==> config.mk <==
export PLATFORM = sky130hd
export DESIGN_NAME = flash_page_loader_protocol_unit
export DESIGN_NICKNAME = d
export VERILOG_FILES = /design/src/rtl/fpl_pkg.sv /design/src/rtl/fpl_page_ram.sv /design/src/rtl/fpl_ctrl.sv /design/src/rtl/flash_page_loader_protocol_unit.sv
export SDC_FILE = /design/constraint.sdc
export NUM_CORES = 1
export LEC_CHECK = 0
export BUFFER_PORTS_ARGS = -buffer_cell sky130_fd_sc_hd__buf_2
export CORE_ASPECT_RATIO = 0.75
export CORE_MARGIN = 4
export CORE_UTILIZATION = 33
export CTS_BUF_LIST = sky130_fd_sc_hd__clkbuf_16
export DETAILED_ROUTE_END_ITERATION = 8
export MAX_ROUTING_LAYER = met4
export PLACE_DENSITY = 0.45
export REMOVE_ABC_BUFFERS = 1
export SLEW_MARGIN = 10
export SYNTH_ARGS = -nofsm -noshare
export SYNTH_HDL_FRONTEND = slang
export SYNTH_SLANG_ARGS = --single-unit
==> constraint.sdc <==
create_clock -name clock -period 3.8 [get_ports clock]
set_input_delay 0.19 -clock clock [delete_from_list [all_inputs] [get_ports clock]]
set_output_delay 0.19 -clock clock [all_outputs]
set_load 0.02 [all_outputs]
==> src/rtl/fpl_pkg.sv <==
`timescale 1ns / 1ps
// ----------------------------------------------------------------------------
// fpl_pkg
// shared types and constants of the flash page loader protocol unit
// ----------------------------------------------------------------------------
package fpl_pkg;

   localparam int DATA_W     = 8;
   localparam int HADDR_W    = 16;
   localparam int PAGE_NUM_W = 15;
   localparam int WORD_W     = 16;
   localparam int LIMIT_W    = 23;
   localparam int CSR_DATA_W = 32;
   localparam int CSR_ADDR_W = 3;

   localparam logic [LIMIT_W-1:0] LIMIT_RESET = 23'h007000;

   // command codes
   localparam logic [DATA_W-1:0] CMD_START = 8'h01;
   localparam logic [DATA_W-1:0] CMD_WRITE = 8'h02;

   // pad byte for short data packets
   localparam logic [DATA_W-1:0] FILL_BYTE = 8'hFF;

   // register index, taken from csr_paddr[2]
   localparam logic REG_BOOT_LIMIT = 1'b0;

   typedef enum logic [2:0] {
      ST_IDLE,
      ST_FILL,
      ST_READ,
      ST_LOAD,
      ST_SOLO
   } fpl_state_type;

endpackage

==> src/rtl/fpl_page_ram.sv <==
`timescale 1ns / 1ps
// ----------------------------------------------------------------------------
// fpl_page_ram
// page buffer: word-wide memory with byte writes, registered word read,
// per-byte valid bits so never-written bytes read as zero after reset
// ----------------------------------------------------------------------------
module fpl_page_ram #(
   parameter int PAGE_BYTES = 128
) (
   input  logic                                      clock,
   input  logic                                      reset,
   input  logic                                      wr_en,
   input  logic [$clog2(PAGE_BYTES/2):0]             wr_addr,
   input  logic [fpl_pkg::DATA_W-1:0]                wr_data,
   input  logic                                      rd_en,
   input  logic [$clog2(PAGE_BYTES/2)-1:0]           rd_addr,
   output logic [fpl_pkg::WORD_W-1:0]                rd_data
);
   import fpl_pkg::*;

   localparam int WORDS  = PAGE_BYTES / 2;
   localparam int WADR_W = $clog2(WORDS);

   logic [WORD_W-1:0]     mem [WORDS];
   logic [PAGE_BYTES-1:0] valid_ff;
   logic [WORD_W-1:0]     rd_word_ff;
   logic [1:0]            rd_mask_ff;
   logic [WADR_W-1:0]     wr_word;

   assign wr_word = wr_addr[WADR_W:1];

   always_ff @(posedge clock) begin
      if (wr_en) begin
         if (wr_addr[0]) begin
            mem[wr_word][WORD_W-1:DATA_W] <= wr_data;
         end else begin
            mem[wr_word][DATA_W-1:0] <= wr_data;
         end
      end
      if (rd_en) begin
         rd_word_ff <= mem[rd_addr];
         rd_mask_ff <= {valid_ff[{rd_addr, 1'b1}], valid_ff[{rd_addr, 1'b0}]};
      end
   end

   always_ff @(posedge clock) begin
      if (reset) begin
         valid_ff <= '0;
      end else if (wr_en) begin
         valid_ff[wr_addr] <= 1'b1;
      end
   end

   assign rd_data = {rd_mask_ff[1] ? rd_word_ff[WORD_W-1:DATA_W] : {DATA_W{1'b0}},
                     rd_mask_ff[0] ? rd_word_ff[DATA_W-1:0]      : {DATA_W{1'b0}}};

endmodule

==> src/rtl/fpl_ctrl.sv <==
`timescale 1ns / 1ps
// ----------------------------------------------------------------------------
// fpl_ctrl
// packet parser and page sequencer: byte writes, pad sweep, word read-out
// ----------------------------------------------------------------------------
module fpl_ctrl #(
   parameter int PAGE_BYTES = 128
) (
   input  logic                                  clock,
   input  logic                                  reset,
   input  logic [fpl_pkg::LIMIT_W-1:0]           boot_limit,
   input  logic                                  req_valid,
   output logic                                  req_stall,
   input  logic [fpl_pkg::DATA_W-1:0]            req_data_byte,
   input  logic                                  req_packet_end,
   output logic                                  rsp_valid,
   input  logic                                  rsp_stall,
   output logic                                  rsp_word_valid,
   output logic [fpl_pkg::PAGE_NUM_W-1:0]        rsp_page_number,
   output logic [$clog2(PAGE_BYTES/2)-1:0]       rsp_word_index,
   output logic [fpl_pkg::WORD_W-1:0]            rsp_word_value,
   output logic                                  rsp_start_app,
   output logic                                  rsp_last,
   output logic                                  ram_wr_en,
   output logic [$clog2(PAGE_BYTES/2):0]         ram_wr_addr,
   output logic [fpl_pkg::DATA_W-1:0]            ram_wr_data,
   output logic                                  ram_rd_en,
   output logic [$clog2(PAGE_BYTES/2)-1:0]       ram_rd_addr,
   input  logic [fpl_pkg::WORD_W-1:0]            ram_rd_data
);
   import fpl_pkg::*;

   localparam int HALF    = PAGE_BYTES / 2;
   localparam int WORDS   = PAGE_BYTES / 2;
   localparam int WIDX_W  = $clog2(WORDS);
   localparam int ADDR_W  = WIDX_W + 1;
   localparam int POS_W   = $clog2(HALF + 1);
   localparam int PROD_W  = PAGE_NUM_W + 1 + $clog2(PAGE_BYTES + 1);
   localparam int CMP_W   = (PROD_W > LIMIT_W) ? PROD_W : LIMIT_W;

   fpl_state_type          state_ff, state_in;
   logic                   expect_ff, expect_in;
   logic [DATA_W-1:0]      cmd_ff, cmd_in;
   logic [HADDR_W-1:0]     addr_ff, addr_in;
   logic                   pending_ff, pending_in;
   logic [POS_W-1:0]       pos_ff, pos_in;
   logic [POS_W-1:0]       fill_ff, fill_in;
   logic [WIDX_W-1:0]      widx_ff, widx_in;
   logic                   emit_ff, emit_in;
   logic                   emit_start_ff, emit_start_in;

   logic                   out_valid_ff, out_valid_in;
   logic                   out_load;
   logic                   out_wvalid_in, out_start_in, out_last_in;
   logic [PAGE_NUM_W-1:0]  out_page_in;
   logic [WIDX_W-1:0]      out_idx_in;
   logic [WORD_W-1:0]      out_value_in;
   logic                   out_wvalid_ff, out_start_ff, out_last_ff;
   logic [PAGE_NUM_W-1:0]  out_page_ff;
   logic [WIDX_W-1:0]      out_idx_ff;
   logic [WORD_W-1:0]      out_value_ff;

   logic                   out_free;
   logic                   pos_room;
   logic [POS_W-1:0]       pos_next;
   logic [DATA_W-1:0]      cmd_eff;
   logic [ADDR_W-1:0]      half_base;
   logic [CMP_W-1:0]       page_end;
   logic                   page_fits;
   logic                   word_last;

   // byte offset of the half selected by the address parity
   assign half_base = addr_ff[0] ? ADDR_W'(HALF) : '0;
   assign pos_room  = (pos_ff < POS_W'(HALF));
   assign pos_next  = pos_room ? (pos_ff + POS_W'(1)) : pos_ff;
   assign cmd_eff   = (pos_ff == '0) ? req_data_byte : cmd_ff;
   assign page_end  = CMP_W'(({1'b0, addr_ff[HADDR_W-1:1]} + (PAGE_NUM_W + 1)'(1))
                      * PROD_W'(PAGE_BYTES));
   assign page_fits = (page_end <= CMP_W'(boot_limit));
   assign word_last = (widx_ff == WIDX_W'(WORDS - 1));
   assign out_free  = !out_valid_ff || !rsp_stall;

   always_ff @(posedge clock) begin
      if (reset) begin
         state_ff      <= ST_IDLE;
         expect_ff     <= 1'b0;
         cmd_ff        <= '0;
         addr_ff       <= '0;
         pending_ff    <= 1'b0;
         pos_ff        <= '0;
         fill_ff       <= '0;
         widx_ff       <= '0;
         emit_ff       <= 1'b0;
         emit_start_ff <= 1'b0;
         out_valid_ff  <= 1'b0;
      end else begin
         state_ff      <= state_in;
         expect_ff     <= expect_in;
         cmd_ff        <= cmd_in;
         addr_ff       <= addr_in;
         pending_ff    <= pending_in;
         pos_ff        <= pos_in;
         fill_ff       <= fill_in;
         widx_ff       <= widx_in;
         emit_ff       <= emit_in;
         emit_start_ff <= emit_start_in;
         out_valid_ff  <= out_valid_in;
      end
   end

   always_ff @(posedge clock) begin
      if (out_load) begin
         out_wvalid_ff <= out_wvalid_in;
         out_page_ff   <= out_page_in;
         out_idx_ff    <= out_idx_in;
         out_value_ff  <= out_value_in;
         out_start_ff  <= out_start_in;
         out_last_ff   <= out_last_in;
      end
   end

   always_comb begin
      state_in      = state_ff;
      expect_in     = expect_ff;
      cmd_in        = cmd_ff;
      addr_in       = addr_ff;
      pending_in    = pending_ff;
      pos_in        = pos_ff;
      fill_in       = fill_ff;
      widx_in       = widx_ff;
      emit_in       = emit_ff;
      emit_start_in = emit_start_ff;
      out_valid_in  = out_valid_ff && rsp_stall;
      out_load      = 1'b0;
      out_wvalid_in = 1'b0;
      out_page_in   = '0;
      out_idx_in    = '0;
      out_value_in  = '0;
      out_start_in  = 1'b0;
      out_last_in   = 1'b0;
      ram_wr_en     = 1'b0;
      ram_wr_addr   = half_base + ADDR_W'(pos_ff);
      ram_wr_data   = req_data_byte;
      ram_rd_en     = 1'b0;
      ram_rd_addr   = widx_ff;
      req_stall     = (state_ff != ST_IDLE);

      unique case (state_ff)
         ST_IDLE: begin
            if (req_valid) begin
               if (expect_ff) begin
                  ram_wr_en = pos_room;
               end else if (pos_ff == '0) begin
                  cmd_in = req_data_byte;
                  if (req_data_byte == CMD_WRITE) begin
                     addr_in = '0;
                  end
               end else if (cmd_ff == CMD_WRITE) begin
                  if (pos_ff == POS_W'(1)) begin
                     addr_in[DATA_W-1:0] = req_data_byte;
                  end else if (pos_ff == POS_W'(2)) begin
                     addr_in[HADDR_W-1:DATA_W] = req_data_byte;
                  end
               end
               pos_in = pos_next;

               if (req_packet_end) begin
                  pos_in        = '0;
                  fill_in       = pos_next;
                  widx_in       = '0;
                  emit_start_in = 1'b0;
                  if (expect_ff) begin
                     expect_in = 1'b0;
                     cmd_in    = '0;
                     if (addr_ff[0]) begin
                        pending_in = 1'b0;
                        emit_in    = page_fits;
                     end else begin
                        pending_in = 1'b1;
                        emit_in    = 1'b0;
                     end
                     if (pos_next < POS_W'(HALF)) begin
                        state_in = ST_FILL;
                     end else if (addr_ff[0] && page_fits) begin
                        state_in = ST_READ;
                     end
                  end else if (cmd_eff == CMD_WRITE) begin
                     expect_in = 1'b1;
                  end else if (cmd_eff == CMD_START) begin
                     if (pending_ff) begin
                        pending_in    = 1'b0;
                        emit_start_in = 1'b1;
                        state_in      = ST_READ;
                     end else begin
                        state_in = ST_SOLO;
                     end
                  end
               end
            end
         end

         ST_FILL: begin
            ram_wr_en   = 1'b1;
            ram_wr_addr = half_base + ADDR_W'(fill_ff);
            ram_wr_data = FILL_BYTE;
            fill_in     = fill_ff + POS_W'(1);
            if (fill_ff == POS_W'(HALF - 1)) begin
               state_in = emit_ff ? ST_READ : ST_IDLE;
            end
         end

         ST_READ: begin
            ram_rd_en = 1'b1;
            state_in  = ST_LOAD;
         end

         ST_LOAD: begin
            if (out_free) begin
               out_load      = 1'b1;
               out_valid_in  = 1'b1;
               out_wvalid_in = 1'b1;
               out_page_in   = addr_ff[HADDR_W-1:1];
               out_idx_in    = widx_ff;
               out_value_in  = ram_rd_data;
               out_last_in   = word_last;
               out_start_in  = word_last && emit_start_ff;
               widx_in       = widx_ff + WIDX_W'(1);
               state_in      = word_last ? ST_IDLE : ST_READ;
            end
         end

         ST_SOLO: begin
            if (out_free) begin
               out_load     = 1'b1;
               out_valid_in = 1'b1;
               out_start_in = 1'b1;
               out_last_in  = 1'b1;
               state_in     = ST_IDLE;
            end
         end

         default: begin
            state_in = ST_IDLE;
         end
      endcase
   end

   assign rsp_valid       = out_valid_ff;
   assign rsp_word_valid  = out_wvalid_ff;
   assign rsp_page_number = out_page_ff;
   assign rsp_word_index  = out_idx_ff;
   assign rsp_word_value  = out_value_ff;
   assign rsp_start_app   = out_start_ff;
   assign rsp_last        = out_last_ff;

endmodule

==> src/rtl/flash_page_loader_protocol_unit.sv <==
`timescale 1ns / 1ps
// ----------------------------------------------------------------------------
// flash_page_loader_protocol_unit
// turns a stream of packet bytes into flash page program words
// ----------------------------------------------------------------------------
// Packet bytes come in one beat at a time on req_, each beat with its end-of-
// packet mark; page words and the start-application event leave on rsp_. A
// byte that does not end a packet is taken without holding input off, and so
// is the end of a command packet other than a start. A start with no pending
// half holds input off until its single beat is loaded into the output
// register. A data packet's end pads the rest of the half with 0xff at one
// byte a cycle (PAGE_BYTES/2 minus the bytes received). When a whole page is
// due, after an odd half that fits under boot_limit or a start with an even
// half pending, the block reads the page buffer through its single read port
// and loads each word into the output register before it reads the next, so
// an emitted page holds input off until its last word is loaded, which
// rsp_stall can delay. The page buffer reads as all zero after reset without
// any clearing pass. boot_limit sits at byte address 0 of the csr_ port and
// may only be written while idle.
// ----------------------------------------------------------------------------
module flash_page_loader_protocol_unit #(
   parameter int PAGE_BYTES = 128
) (
   input  logic                                  clock,
   input  logic                                  reset,
   // configuration port
   input  logic                                  csr_psel,
   input  logic                                  csr_penable,
   input  logic                                  csr_pwrite,
   input  logic [fpl_pkg::CSR_ADDR_W-1:0]        csr_paddr,
   input  logic [fpl_pkg::CSR_DATA_W-1:0]        csr_pwdata,
   output logic [fpl_pkg::CSR_DATA_W-1:0]        csr_prdata,
   output logic                                  csr_pready,
   // packet byte beats
   input  logic                                  req_valid,
   output logic                                  req_stall,
   input  logic [fpl_pkg::DATA_W-1:0]            req_data_byte,
   input  logic                                  req_packet_end,
   // result beats
   output logic                                  rsp_valid,
   input  logic                                  rsp_stall,
   output logic                                  rsp_word_valid,
   output logic [fpl_pkg::PAGE_NUM_W-1:0]        rsp_page_number,
   output logic [$clog2(PAGE_BYTES/2)-1:0]       rsp_word_index,
   output logic [fpl_pkg::WORD_W-1:0]            rsp_word_value,
   output logic                                  rsp_start_app,
   output logic                                  rsp_last
);
   import fpl_pkg::*;

   localparam int WIDX_W = $clog2(PAGE_BYTES / 2);

   logic [LIMIT_W-1:0] boot_limit_ff, boot_limit_in;
   logic               csr_write;
   logic               csr_hit;

   logic               ram_wr_en;
   logic [WIDX_W:0]    ram_wr_addr;
   logic [DATA_W-1:0]  ram_wr_data;
   logic               ram_rd_en;
   logic [WIDX_W-1:0]  ram_rd_addr;
   logic [WORD_W-1:0]  ram_rd_data;

   // apb access phase completes with no wait states
   assign csr_pready = 1'b1;
   assign csr_write  = csr_psel && csr_penable && csr_pwrite && csr_pready;
   // register index is the word address; only the boot limit exists
   assign csr_hit    = (csr_paddr[2] == REG_BOOT_LIMIT) && (csr_paddr[1:0] == 2'b00);

   always_comb begin
      boot_limit_in = boot_limit_ff;
      if (csr_write && csr_hit) begin
         boot_limit_in = csr_pwdata[LIMIT_W-1:0];
      end
   end

   always_ff @(posedge clock) begin
      if (reset) begin
         boot_limit_ff <= LIMIT_RESET;
      end else begin
         boot_limit_ff <= boot_limit_in;
      end
   end

   // read back: boot limit zero extended, everything else reads zero
   assign csr_prdata = csr_hit ? CSR_DATA_W'(boot_limit_ff) : '0;

   // protocol parser, pad sweep and page read-out sequencer
   fpl_ctrl #(
      .PAGE_BYTES (PAGE_BYTES)
   ) u_ctrl (
      .clock           (clock),
      .reset           (reset),
      .boot_limit      (boot_limit_ff),
      .req_valid       (req_valid),
      .req_stall       (req_stall),
      .req_data_byte   (req_data_byte),
      .req_packet_end  (req_packet_end),
      .rsp_valid       (rsp_valid),
      .rsp_stall       (rsp_stall),
      .rsp_word_valid  (rsp_word_valid),
      .rsp_page_number (rsp_page_number),
      .rsp_word_index  (rsp_word_index),
      .rsp_word_value  (rsp_word_value),
      .rsp_start_app   (rsp_start_app),
      .rsp_last        (rsp_last),
      .ram_wr_en       (ram_wr_en),
      .ram_wr_addr     (ram_wr_addr),
      .ram_wr_data     (ram_wr_data),
      .ram_rd_en       (ram_rd_en),
      .ram_rd_addr     (ram_rd_addr),
      .ram_rd_data     (ram_rd_data)
   );

   // page buffer, byte writes in, little-endian words out
   fpl_page_ram #(
      .PAGE_BYTES (PAGE_BYTES)
   ) u_page_ram (
      .clock   (clock),
      .reset   (reset),
      .wr_en   (ram_wr_en),
      .wr_addr (ram_wr_addr),
      .wr_data (ram_wr_data),
      .rd_en   (ram_rd_en),
      .rd_addr (ram_rd_addr),
      .rd_data (ram_rd_data)
   );

endmodule

## After elaboration in Yosys (flattened, before gate mapping)

Memories as Yosys holds them, arrays and structs flattened. A register that Yosys moved wholly into a read port is not among the register bits.
Index checks and enable logic that the tools add are counted.

- Output and inout bits: 75
- RAM bits: 1024
- Memory bits (read-only): 0
- Memories: 1
- Latch bits: 0
- Logic and storage cells: 168
- Input port bits: 51
- Flip-flop bits (word level): 245

Memory list:

| memory | depth | width | rd ports | clocked after memory_dff | write ports | RTL line | text |
|---|---|---|---|---|---|---|---|
| u_page_ram.mem | 64 | 16 | 1 | 1 | 1 | fpl_page_ram.sv:24 | `logic [WORD_W-1:0] mem [WORDS];` |

- Eq/ne operators: 23
- Bitwise gates (word level): 3
- Reduce and logical (&&, ||, !) cells: 34
- Multipliers: 0
- $lt $le $gt $ge: 7
- $add $sub $neg: 6
- Shift-type cells: 0
- Divide/modulo/power cells: 0
- Multiplexer cells: 72

Operators by type and width:

| operator | count |
|---|---|
| OR 128 bit | 1 |
| 2-to-1 mux 8 bit | 8 |
| 2-to-1 mux 16 bit | 3 |
| 2-to-1 mux 7 bit | 6 |
| 2-to-1 mux 3 bit | 11 |
| 2-to-1 mux 1 bit | 29 |
| == test 8 x 2 -> 1 bit (second input constant) | 3 |
| <= comparator 24 x 23 -> 1 bit | 1 |
| less-than comparator 7 x 8 -> 1 bit (second input constant) | 3 |
| 2-to-1 mux 23 bit | 1 |
| 2-to-1 mux 6 bit | 3 |
| adder 15 x 1 -> 16 bit (second input constant) | 1 |
| case mux 3 bit (5 select lines) | 1 |
| adder 7 x 1 -> 7 bit (second input constant) | 2 |
| adder 7 bit | 2 |
| less-than comparator 7 bit (second input constant) | 2 |
| case mux 7 bit (2 select lines) | 1 |
| binary-select mux 1 bit (select 6 bit) | 2 |
| case mux 6 bit (2 select lines) | 1 |
| AND reduction 3 bit | 4 |
| nonzero test 2 bit | 6 |
| != test 2 x 1 -> 1 bit (second input constant) | 5 |
| == test 8 x 1 -> 1 bit (second input constant) | 1 |
| logical AND 1 bit | 8 |
| 30 further kinds | 40 |

## Logic depth before layout (Yosys ltp)

- Depth after elaboration: 9
- Depth in mapped cells: 13
- Depth with buffers taken out: 13

## By module

A second synthesis with hierarchy kept.

- Cell total of the unflattened synthesis: 3035
- Area total of the unflattened synthesis: 50810.0 µm²

Modules (own cells, without submodules):

| module | cells an instance | area an instance (µm²) | times used | sequential area each (µm²) |
|---|---|---|---|---|
| fpl_page_ram | 2373 | 44642.8 | 1 | 33852.5 |
| fpl_ctrl | 523 | 4880.9 | 1 | 2242.2 |
| flash_page_loader_protocol_unit | 139 | 1286.2 | 1 | 460.4 |

## Worst setup path after synthesis

Ideal clock, no wire load.

- Kind: reg-to-reg
- Start point: register u_ctrl.state_ff[2]
- End point: memory u_page_ram.mem[0][0], data pin
- Setup slack: 0.444 ns
- Arrival: 2.804 ns
- Setup time: 0.552 ns
- Buffers on the path: 3
- Required time: 3.248 ns
- Period minus slack after synthesis: 3.356 ns
- Cell stages (with the launch flop): 6
- Path through: dfxtp_1 -> buf_6 -> or3b_1 -> buf_4 -> clkbuf_1 -> nand2b_1

- Word-level cells in the longest chain between the ends: 2

RTL lines:

| what | RTL line | text |
|---|---|---|
| from (decl) | fpl_ctrl.sv:41 | `fpl_state_type state_ff, state_in;` |
| from (signal assigned) | fpl_ctrl.sv:97 | `state_ff <= state_in;` |
| == test 3 x 1 -> 1 bit | fpl_ctrl.sv:148 | `unique case (state_ff)` |
| 2-to-1 mux 8 bit | fpl_ctrl.sv:148 |  |
| named net ram_wr_data[0] | flash_page_loader_protocol_unit.sv:59 | `logic [DATA_W-1:0] ram_wr_data;` |
| to (decl) | fpl_page_ram.sv:24 |  |

The timed path passes the listed nets, and every way through them passes these cells.

## Worst setup path in the final report

- Start point: register u_ctrl.state_ff[0]
- End point: register u_ctrl.cmd_ff[7]

- Word-level cells in the longest chain between the ends: 2

RTL lines:

| what | RTL line | text |
|---|---|---|
| logical NOT 3 bit | fpl_ctrl.sv:148 |  |
| AND reduction 2 bit (no source line) | -- |  |
| to (signal assigned) | fpl_ctrl.sv:99 | `cmd_ff <= cmd_in;` |
| to (decl) | fpl_ctrl.sv:43 | `logic [DATA_W-1:0] cmd_ff, cmd_in;` |

No other way between the ends.
A chain may end at the register's enable or synchronous reset.

==> flow_results.org <==
** Pwr
- In this run the static leakage power is 19.4 nW.
- The worst-case IR drop observed on VDD is 0.437 mV.
- Total power density per cell area :: approximately 470 nW/um^2

** STA
- Setup repair after global routing left no endpoint under its margin.
- Setup violators final :: 0
- Static timing analysis puts the maximum clock frequency at 297 MHz.
- Hold Slack :: 0.187 ns
- The count of pins over their slew limit was 0.
- Endpoints failing hold :: 0
- After layout, the worst path uses 88.6% of the clock period.
- Final period demand of the worst path :: approximately 3.4 ns
- Least-Margin Pin Slew :: 1.08 ns
- Slew Limit Headroom :: 27.8%
- Worst Skew :: 0.0317 ns
- Worst-case setup margin in the final layout :: 0.433 ns

** Synth
- For this run, the register share of the synthesized area comes to 72.1%.
- Count leader, synth :: sky130_fd_sc_hd__edfxtp_1
- Average footprint of a synthesized cell :: 17.9 um^2
- After synthesis the netlist holds a flip-flop and latch count of approximately 1300.
- Among all flip-flop cells after synthesis, the most frequent one is sky130_fd_sc_hd__edfxtp_1.
- Counting flops with a built-in enable in the synthesized netlist gives 1082.
- The commonest cells after synthesis are sky130_fd_sc_hd__edfxtp_1 (1082), sky130_fd_sc_hd__mux4_2 (288), sky130_fd_sc_hd__dfxtp_1 (203).
- Cells taking the most area after synthesis :: sky130_fd_sc_hd__edfxtp_1 (64%), sky130_fd_sc_hd__mux4_2 (13%), sky130_fd_sc_hd__dfxtp_1 (8.0%), sky130_fd_sc_hd__o21ba_2 (1.5%), sky130_fd_sc_hd__a22oi_1 (1.5%)
- Post-synth top area cell :: sky130_fd_sc_hd__edfxtp_1
- Count of warnings emitted by yosys :: 0
- The mapped netlist covers 50700 um^2.
- Ys async rst share :: 0%
- In the synthesized netlist, the number of instances is 2832.
- Cell variety after synth :: 71
- Portion of synthesized cell area occupied by the leading cell type :: 64.1%

** Worst setup path
- Number of cells on the worst reg-to-reg path :: 7
- Across all register-to-register paths, the minimum setup slack is 0.43 ns.
- In this run the worst path has a maximum fanout of 17.
- Critical path data arrival time :: 4.01 ns
- In this run the worst setup path terminates at u_ctrl.cmd_ff[7]$_SDFFE_PP0P_.
- Critical Setup Path Class :: reg2reg
- The endpoint identified for the worst register-to-register timing path is u_ctrl.cmd_ff[7]$_SDFFE_PP0P_.
- In this run the worst setup path begins at u_ctrl.state_ff[0]$_SDFFE_PP0P_.
- Data on the critical path is required at its endpoint by 4.44 ns.
- Crit start category :: flip-flop
- Endpoint kind of the worst setup timing path :: flip-flop
- In this run the critical register-to-register path is launched from u_ctrl.state_ff[0]$_SDFFE_PP0P_.

** Routing
- The first detailed-routing pass took 7 iterations.
- Number of DRC violations after detailed-routing iteration 0 :: 2272
- Once detail routing completed, the nets flagged for antenna violations numbered 0.
- Wire length per cell :: between 20 and 30 um
- The detailed router placed 27416 vias in this run.
- Total wirelength of the detailed-routed design :: 135000 um
- In the routed layout, each cell is associated on average with a via count of around 5.2.
- In the routed design, unresolved DRC markers number 0.

** Placed design
- Last weighted congestion value of the routability-driven placer :: around 0.8
- Port buffering added between 100 and 150 buffers.
- Cell area after placement :: 54900 um^2
- OpenSTA, run right after detailed placement, puts the worst setup slack at 0.227 ns.
- Post-detailed-placement half-perimeter wirelength :: 85100 um

** Clocking
- No sink is reached through more buffers than the 3 on the longest clock path.
- Counting the buffers created by CTS gives 132.
- The number of gates resized after CTS was 0.
- Once the clock tree was built, the setup fixing pass inserted 0 buffers.
- The clock reaches the later pin of the worst-skew pair after about 0.76 ns.
- In this run the number of H-tree levels came out at 4.
- The tree is rooted in a sky130_fd_sc_hd__clkbuf_16.
- CTS saw about 1300 sinks.
- Clock tree from TritonCTS :: done
- Clock-pin slew on the worst setup and hold paths :: 0.07 ns

** Outcome
- The run finished with clean final reports.

** Floorplan
- The core region is between 150000 and 200000 um^2.
- The die is 347 um tall.
- Initial Util :: 33.2%
- From left edge to right edge, the die measures ~460 um.
- I/O pin count :: 126
- Placement row count :: 124
- The floorplan step defined a die boundary enclosing approximately 160000 um^2.

** Global routing
- Number of global-route vias before repair :: about 28000
- Largest net degree at the start of global routing :: between 100 and 150
- First-pass GRT wire length :: 199000 um
- GR Overflow Total :: 0
- The number of antenna violations at the first check in global routing came to 1.
- In the global route stage, overall resource usage came out at 17.4%.

** Layout
- The post-route netlist has 27.8% of its cells at a drive strength greater than 1.
- With fillers left out, the area of the finished cells amounts to 59700 um^2.
- Fillers :: 13840
- Relative to the synthesized area, the layout overhead comes to 17.8%.
- The final layout contains 3221 nets.

** Hold path
- The tightest min-delay check is of the in2reg type.
- In this run the most critical hold path is launched from csr_pwdata[14].

** Run
- Max-cap violations :: 0
-- critical path, cell delays in order (launching register included) --
cell and delay, ns:
sky130_fd_sc_hd__dfxtp_1 0.41, sky130_fd_sc_hd__buf_4 0.21, sky130_fd_sc_hd__or4b_4 0.65, sky130_fd_sc_hd__nor2_2 0.70, sky130_fd_sc_hd__a21oi_1 0.39, sky130_fd_sc_hd__a22oi_1 0.24, sky130_fd_sc_hd__nor2_1 0.07, sky130_fd_sc_hd__dlygate4sd3_1 0.59
-- sequential cells by signal, indices dropped and copies added (netlist names), 2 cells and up --
name	cells
u_page_ram.mem	1024
u_ctrl.rsp_word_index	6
u_ctrl.pos_ff	7
u_ctrl.ram_rd_addr	6
u_page_ram.rd_word_ff	16
u_ctrl.rsp_word_value	16
u_ctrl.fill_ff	7
u_ctrl.addr_ff	16
u_page_ram.valid_ff	128
u_ctrl.rsp_page_number	15
u_page_ram.rd_mask_ff	2
u_ctrl.state_ff	3
u_ctrl.cmd_ff	8
boot_limit_ff	23
-- timing repair --
action	CTS	global route
endpoints found under the setup margin	0	0
endpoints found under the hold margin	75	0
hold buffers	64	0
-- how the worst min path moves through the flow --
stage                                           to  cells after the start
floorplan            boot_limit_ff[0]$_SDFFE_PP0P_                      1
global placement    boot_limit_ff[12]$_SDFFE_PP1P_                      3
detailed placement  boot_limit_ff[14]$_SDFFE_PP1P_                      3
CTS                 boot_limit_ff[14]$_SDFFE_PP1P_                      4
global route        boot_limit_ff[12]$_SDFFE_PP1P_                      4
finish              boot_limit_ff[14]$_SDFFE_PP1P_                      4
-- per-layer routing --
layer	wire, um	vias to the layer above	GRT usage (%)
met5	0	-	-
met4	2330	0	4.21
met3	5870	155	2.67
met2	62400	609	25.9
met1	64800	14677	25.1
li1	-	11975	-
-- cells by family (layout without fill, tap and decap cells) --
group                      Yosys count  after routing  share of synthesized area, %
muxes                              305            305                          13.2
other                                2             12                        0.0148
adders and majority gates           23             23                         0.568
buffers and inverters              230            637                          1.94
DFF                               1285           1285                          72.1
and+or+nand+nor                    539            539                          5.27
xor gates and xnor gates            23             23                         0.398
AOI/OAI and AO/OA                  425            425                          6.50
-- placed cells by master (no fill, tap or decap), types with 17 or more instances in the layout --
cell / n
sky130_fd_sc_hd__nor2_1: 198
sky130_fd_sc_hd__a22o_1: 36
sky130_fd_sc_hd__buf_2: 105
sky130_fd_sc_hd__o221ai_1: 18
sky130_fd_sc_hd__o21ba_2: 78
sky130_fd_sc_hd__clkbuf_16: 142
sky130_fd_sc_hd__buf_12: 31
sky130_fd_sc_hd__mux4_2: 288
sky130_fd_sc_hd__and3_1: 23
sky130_fd_sc_hd__clkinv_2: 17
sky130_fd_sc_hd__buf_4: 156
sky130_fd_sc_hd__nand3_1: 20
sky130_fd_sc_hd__a22oi_1: 100
sky130_fd_sc_hd__and2_1: 53
sky130_fd_sc_hd__clkinv_1: 31
sky130_fd_sc_hd__a21oi_1: 74
sky130_fd_sc_hd__ha_1: 23
sky130_fd_sc_hd__dlygate4sd3_1: 64
sky130_fd_sc_hd__o22ai_1: 22
sky130_fd_sc_hd__dfxtp_1: 201
sky130_fd_sc_hd__inv_1: 76
sky130_fd_sc_hd__a221oi_1: 39
sky130_fd_sc_hd__edfxtp_1: 1082
sky130_fd_sc_hd__nand2_1: 122
-- report_power, final --
part	leakage, nW	total [W]	internal, W	switching (W)
sequential	11.4	0.0153	0.0153	0.0000121
clock	2.14	0.0125	0.00717	0.00534
combinational	5.86	0.000449	0.000124	0.000324
total	19.4	0.0282	0.0225	0.00567
-- layout make-up --
type	count	area, um^2	area share (%)
well taps	2016	2520	4.23
repair buffers	357	2970	4.98
clock inverters	92	587	0.983
inverters	46	173	0.289
diodes	2	5.00	0.00839
clock buffers	142	3550	5.95
multi-input cells	1325	13300	22.3
flip-flops and latches	1285	36600	61.3
-- metrics by stage --
stage          util, %  std cells  power (W)  TNS [ns]
5_1_grt           39.1       5263     0.0292         0
3_5_place_dp      36.0       4965     0.0160         0
2_1_floorplan        -       2656     0.0158   -265.14
6_report          39.1       5265     0.0282         0
3_3_place_gp      36.0       4965     0.0160         0
4_1_cts           39.1       5263     0.0286         0
No activity file was read; power rests on OpenSTA's default activity.
